[src/design/olie_pkg.sv]
// shared types, codes and limits for the ordered list insert/erase unit
`default_nettype none

package olie_pkg;

  localparam int unsigned CapacityDefault  = 64;
  localparam int unsigned DataWidthDefault = 32;
  localparam int unsigned CapacityMax      = 1024;
  localparam int unsigned IdxMaxW          = $clog2(CapacityMax);

  typedef enum logic [2:0] {
    CMD_PUSH_FRONT = 3'd0,
    CMD_PUSH_BACK  = 3'd1,
    CMD_POP_FRONT  = 3'd2,
    CMD_POP_BACK   = 3'd3,
    CMD_INSERT     = 3'd4,
    CMD_ERASE      = 3'd5,
    CMD_READ       = 3'd6
  } cmd_e;

  typedef enum logic [1:0] {
    STATUS_OK    = 2'd0,
    STATUS_FULL  = 2'd1,
    STATUS_EMPTY = 2'd2,
    STATUS_RANGE = 2'd3
  } status_e;

  typedef enum logic {
    ST_IDLE = 1'b0,
    ST_READ = 1'b1
  } state_e;

  typedef enum logic [2:0] {
    CELL_HOLD       = 3'd0,
    CELL_INSERT     = 3'd1,
    CELL_ERASE      = 3'd2,
    CELL_READ_LOAD  = 3'd3,
    CELL_READ_SHIFT = 3'd4
  } cell_op_e;

  typedef struct packed {
    cell_op_e             op;
    logic [IdxMaxW-1:0]   index;
  } cell_ctrl_t;

  typedef struct packed {
    logic [2:0]          command;
    logic [6:0]          position;
    logic signed [31:0]  value;
  } req_t;

  typedef struct packed {
    logic [1:0]          status;
    logic [6:0]          count;
    logic signed [31:0]  read_value;
  } rsp_t;

endpackage

`default_nettype wire

[src/design/olie_cell.sv]
// one list slot: shifts with its neighbors and forwards read data toward slot zero
`default_nettype none

module olie_cell #(
  parameter int unsigned DATA_WIDTH = olie_pkg::DataWidthDefault,
  parameter int unsigned CELL_INDEX = 0
) (
  input  wire logic                   clk_i,
  input  wire olie_pkg::cell_ctrl_t   ctrl_i,
  input  wire logic [DATA_WIDTH-1:0]  value_i,
  input  wire logic [DATA_WIDTH-1:0]  below_i,
  input  wire logic [DATA_WIDTH-1:0]  above_i,
  input  wire logic [DATA_WIDTH-1:0]  rd_above_i,
  output logic      [DATA_WIDTH-1:0]  data_o,
  output logic      [DATA_WIDTH-1:0]  rd_o
);

  localparam logic [olie_pkg::IdxMaxW-1:0] MyIdx = olie_pkg::IdxMaxW'(CELL_INDEX);

  logic [DATA_WIDTH-1:0] data_q, data_d;
  logic [DATA_WIDTH-1:0] rd_q, rd_d;

  always_comb begin
    data_d = data_q;
    rd_d   = rd_q;
    unique case (ctrl_i.op)
      olie_pkg::CELL_INSERT: begin
        if (MyIdx > ctrl_i.index) begin
          data_d = below_i;
        end else if (MyIdx == ctrl_i.index) begin
          data_d = value_i;
        end
      end
      olie_pkg::CELL_ERASE: begin
        if (MyIdx >= ctrl_i.index) begin
          data_d = above_i;
        end
      end
      olie_pkg::CELL_READ_LOAD: begin
        rd_d = (MyIdx == ctrl_i.index) ? data_q : '0;
      end
      olie_pkg::CELL_READ_SHIFT: begin
        rd_d = rd_above_i;
      end
      default: begin
      end
    endcase
  end

  always_ff @(posedge clk_i) begin
    data_q <= data_d;
    rd_q   <= rd_d;
  end

  assign data_o = data_q;
  assign rd_o   = rd_q;

endmodule

`default_nettype wire

[config.mk]
export PLATFORM = sky130hd
export DESIGN_NAME = olie_cell
export DESIGN_NICKNAME = d
export VERILOG_FILES = /design/src/design/olie_pkg.sv /design/src/design/olie_cell.sv
export SDC_FILE = /design/constraint.sdc
export NUM_CORES = 1
export LEC_CHECK = 0
export BUFFER_PORTS_ARGS = -buffer_cell sky130_fd_sc_hd__buf_4
export CAP_MARGIN = 20
export CORE_MARGIN = 1.5
export CORE_UTILIZATION = 44
export DETAILED_ROUTE_END_ITERATION = 8
export GPL_ROUTABILITY_DRIVEN = 0
export MAX_ROUTING_LAYER = met4
export PLACE_DENSITY_LB_ADDON = 0.08
export SLEW_MARGIN = 20
export SYNTH_ARGS = -nofsm -noshare
export SYNTH_HDL_FRONTEND = slang
export SYNTH_SLANG_ARGS = --single-unit
[constraint.sdc]
create_clock -name clk_i -period 5.5 [get_ports clk_i]
set_clock_uncertainty 0.15 [all_clocks]
set_input_delay 1.1 -clock clk_i [delete_from_list [all_inputs] [get_ports clk_i]]
set_output_delay 1.1 -clock clk_i [all_outputs]
set_load 0.02 [all_outputs]
======== Word-level counts from Yosys, hierarchy flattened ========
Index checks and enable logic that the tools add are counted.
cells by class
  magnitude comparators ................... 2
  equality and inequality tests ........... 6
  muxes and demuxes ....................... 6
  reduce and logical (&&, ||, !) cells .... 4
operators by type and width
  cell                   count
  $mux W32               4
  $pmux W32 S2           2
  $ge A1 B10 Y1 const A  1
  $gt A1 B10 Y1 const A  1
  $logic_not A10 Y1      1
  $eq A3 B2 Y1 const B   2
  $reduce_bool A2 Y1     2
  $eq A3 B1 Y1 const B   1
  $eq A3 B3 Y1 const B   1
  $ne A3 B3 Y1 const B   1
  $reduce_and A3 Y1      1
  $ne A2 B2 Y1 const B   1
word-level totals
  register bits ........................... 64
  output and inout port bits .............. 64
  word-level logic and storage cells ...... 20

======== Longest topological paths before layout ========
  depth after elaboration ................. 4
  mapped depth ............................ 4
  gate-level depth less buffers ........... 3

======== Worst setup path after synthesis ========
No wires, ideal clock.
  kind .................................... input-to-reg
  from .................................... input port ctrl_i[9] (netlist bit)
  to ...................................... register data_q[0], in the netlist data_o[0] (enable)
  library setup time ...................... 0.416 ns
  data arrival time ....................... 3.506 ns
  data required time ...................... 4.934 ns
  path slack .............................. 1.428 ns
  stages on the path ...................... 4
  path buffers ............................ 1
  cells stage by stage .................... or4_4 -> nor4_4 -> buf_6 -> nor3b_2
on the way
  longest elaborated chain between the ends .. 3
  elaborated cells between the ends (all ways) .. 6
ends and longest elaborated chain
  what                                                                  line             source
  start, declared                                                       olie_cell.sv:9   input wire olie_pkg::cell_ctrl_t ctrl_i,
  $gt A1 B10 Y1, or another cell as far along                           olie_cell.sv:28  if (MyIdx > ctrl_i.index) begin
  $ne A3 B3 Y1 (no source line) / $ne A2 B2 Y1 (equally long branches)  n/a
  $reduce_and A3 Y1 (no source line) *                                  n/a
  end signal, assigned                                                  olie_cell.sv:51  data_q <= data_d;
  end, declared                                                         olie_cell.sv:20  logic [DATA_WIDTH-1:0] data_q, data_d;
Mark *: on every way between the ends. The rest lies on a longest branch, timed or not.
A chain may end at the register's enable or synchronous reset.

======== Final worst setup path ========
Ends and elaborated chain as after synthesis.

==> flow_metrics.py <==
metrics = {
    "synth": {
        "yosysWarnings": 0,
        "synth.yosys.seq_area_share_pct": 65.7,
        "synth_top_family_by_area": "multiplexers",
        "synthAdderAreaFrac_pct": 0,
        "avgSynthCellArea_sq_um": 16.0,
        "ys_async_sr_fraction_pct": 0,
        "yosysMostFrequentCell": "edfxtp_1",
        "synth_compound_area_share_pct": 9.75,
        "synth-simple-area-share_pct": 9.53,
        "ys.flop_type": "edfxtp_1",
        "ys_ff_latch": 64,
        "synth_mux_area_share_pct": 12.3,
        "synth_cells": 183,
        "post_synth_num_cell_types": 16,
        "synth_top_area_share_pct": 65.7,
        "synth_area_leaders": "edfxtp_1 66%, mux2_2 12%, a31o_1 9.6%",
        "yosys.area.top_type": "edfxtp_1",
        "synth-xor-area-share_pct": 0.299,
        "synth_area_sq_mm": 0.00293,
        "syn-num-nets": 325,
        "synth_edf_count": 64,
        "netlist_top_cells_count": "64 x edfxtp_1, 32 x a31o_1, 32 x and2_1, 32 x mux2_2, 6 x clkbuf_1",
    },
    "sta": {
        "tightest_slew_ns": 1.05,
        "relSlewSlack_pct": 29.7,
        "tns_ns": 0,
        "drv_slew": 0,
        "layout_setup_ws_ns": 1.89,
        "fin_crit_ns": 3.61,
        "rsz0062_at_grt": "false",
        "period_share_pct": 65.6,
        "whs_ns": 0.421,
        "hold_violations": 0,
        "fmax_mhz": 277,
        "setup_viol": 0,
    },
    "clock_network": {
        "clock_latency_ns": 0.33,
        "path_clk_slew_ns": 0.07,
        "clockBufferDepth": 2,
        "cts_root_buffer": "clkbuf_8",
        "cts_buffers": 9,
        "cts_setup_buffers": 0,
        "htree_num_levels": 3,
        "cts_resized": 0,
        "clock-sinks": 64,
        "cts_tree": "yes",
        "ctsHoldBuffers": 0,
    },
    "cells_and_area": {
        "diodes": 0,
        "drive_gt1_share_pct": 63.1,
        "final_util_pct": 70.6,
        "area_growth_pct": 54.1,
        "layoutNonFillerInstCount": 443,
        "multi_input_area_sq_um": 961,
        "finalNetCount": 503,
        "seq_area_sq_mm": 0.00192,
        "nFillCells": 517,
    },
    "grt": {
        "grt_pass1_wl_mm": 11.8,
        "grt_start_max_net_pins": 34,
        "antenna_found_initial": 0,
        "grt_pass1_vias": 2395,
        "track_usage_pct": 22.5,
        "overflow": 0,
    },
    "run_status": {
        "status": "completed",
    },
    "routing": {
        "wl_met1_mm": 2.82,
        "wl_per_cell_um": 17.1,
        "num_vias": 2290,
        "routed_wl_mm": 7.58,
        "drc": 0,
        "ant_nets": 0,
        "drt_iter0_drc": 79,
        "dr_wl_met3_um": 567,
        "met2WireLength_mm": 3.99,
        "first_pass_iters": 4,
        "highest_layer": "met4",
        "viasPerCell": 5.17,
    },
    "power_and_ir_drop": {
        "seq_power_share_pct": 51.7,
        "power.share.clock_pct": 36.4,
        "powerDensity_mw_per_mm2": 235,
        "power_switching_mw": 0.229,
        "swShare_pct": 21.6,
        "p_leak_nw": 1.92,
        "vdd_ir_drop_max_mv": 0.173,
        "internal-power_mw": 0.830,
        "combPwrFrac_pct": 11.9,
    },
    "floorplan": {
        "die_area_sq_mm": 0.00715,
        "ios": 206,
        "die_w_um": 84.6,
        "die_h_um": 84.6,
        "rows": 29,
        "initial_core_util_pct": 45.8,
        "coreArea_sq_mm": 0.00639,
    },
    "critical_path": {
        "crit_type": "input port to flop",
        "critPathRequiredTime_ns": 5.37,
        "cp-end-kind": "flop",
        "cp-start-kind": "input port",
        "reg2reg_depth": 1,
        "worstPathArrival_ns": 3.47,
        "critPathMaxFanout": 33,
    },
    "job": {
        "max_cap_viol_count": 0,
    },
    "placed_design": {
        "placed_cells": 427,
        "portBuffers": 173,
        "dpl.hpwl_mm": 5.43,
        "place_ws_ns": 1.47,
    },
    "hold_path": {
        "whs_path_depth": 1,
        "hp-class": "flop to flop",
    },
}
==> through the flow <==
| stage | cell area [sq um] | power [mW] |
|---|---|---|
| floorplan | 2930 | 0.606 |
| global placement | 4320 | 0.682 |
| detailed placement | 4320 | 0.685 |
| CTS | 4510 | 1.07 |
| global route | 4510 | 1.10 |
| finish | 4510 | 1.06 |
==> power by group through the flow <==
stage          Clock [mW]  Sequential, mW  Combinational (mW)
4_1_cts             0.391           0.548               0.128
6_report            0.385           0.547               0.126
3_3_place_gp            0           0.558               0.124
3_5_place_dp            0           0.558               0.127
5_1_grt             0.415           0.548               0.136
2_1_floorplan           0           0.567              0.0394
==> worst paths after layout <==
kind / startpoint / to / slack, ns
worst max-delay path: ctrl_i[9] / data_o[0]$_DFFE_PP_ / 1.89
worst min-delay path: data_o[24]$_DFFE_PP_ / rd_o[24]$_DFFE_PP_ / 0.42
worst max register to register: data_o[28]$_DFFE_PP_ / rd_o[28]$_DFFE_PP_ / 4.49
worst min register to register: data_o[24]$_DFFE_PP_ / rd_o[24]$_DFFE_PP_ / 0.42
==> routing by layer <==
layer	global-route usage [%]	up-vias
li1	-	1069
met1	25.6	1083
met2	37.8	121
met3	5.51	17
met4	9.53	0
met5	-	-
==> worst max-delay path, stage by stage <==
cell,delay (ns)
buf_4,0.11
or4_4,0.53
nor4_4,0.21
buf_4,0.38
nor3b_4,0.73
buf_4,0.39
==> layout make-up <==
class | instances | area share [%]
clock buffer | 9 | 2.75
clock inverter | 7 | 1.39
multi-input combinational | 107 | 21.3
sequential | 64 | 42.6
tap | 77 | 2.14
timing repair buffer | 179 | 29.8
==> logic make-up (layout without fill, tap and decap cells) <==
family	Yosys count	after routing
simple gates	41	41
flops	64	64
mux	32	32
xor+xnor	1	1
buf+inv	12	195
compound gates	33	33
==> state kept, by name, summed over array words and instances (netlist names) <==
register  flops
data_o       32
rd_o         32
==> cell usage in the layout (no fill, tap or decap) <==
cell type,count
and2_1,32
buf_4,179
clkinv_2,2
bufinv_16,1
xnor2_1,1
edfxtp_1,64
o21ai_4,1
mux2_2,32
nor4_4,1
clkbuf_8,9
nor3b_2,2
nand2_1,2
or4_1,1
clkinvlp_4,2
nor3b_4,1
nor2_1,1
clkinv_1,2
or4_4,1
a31o_1,32
Note: power is estimated with default switching activity, not from simulation.
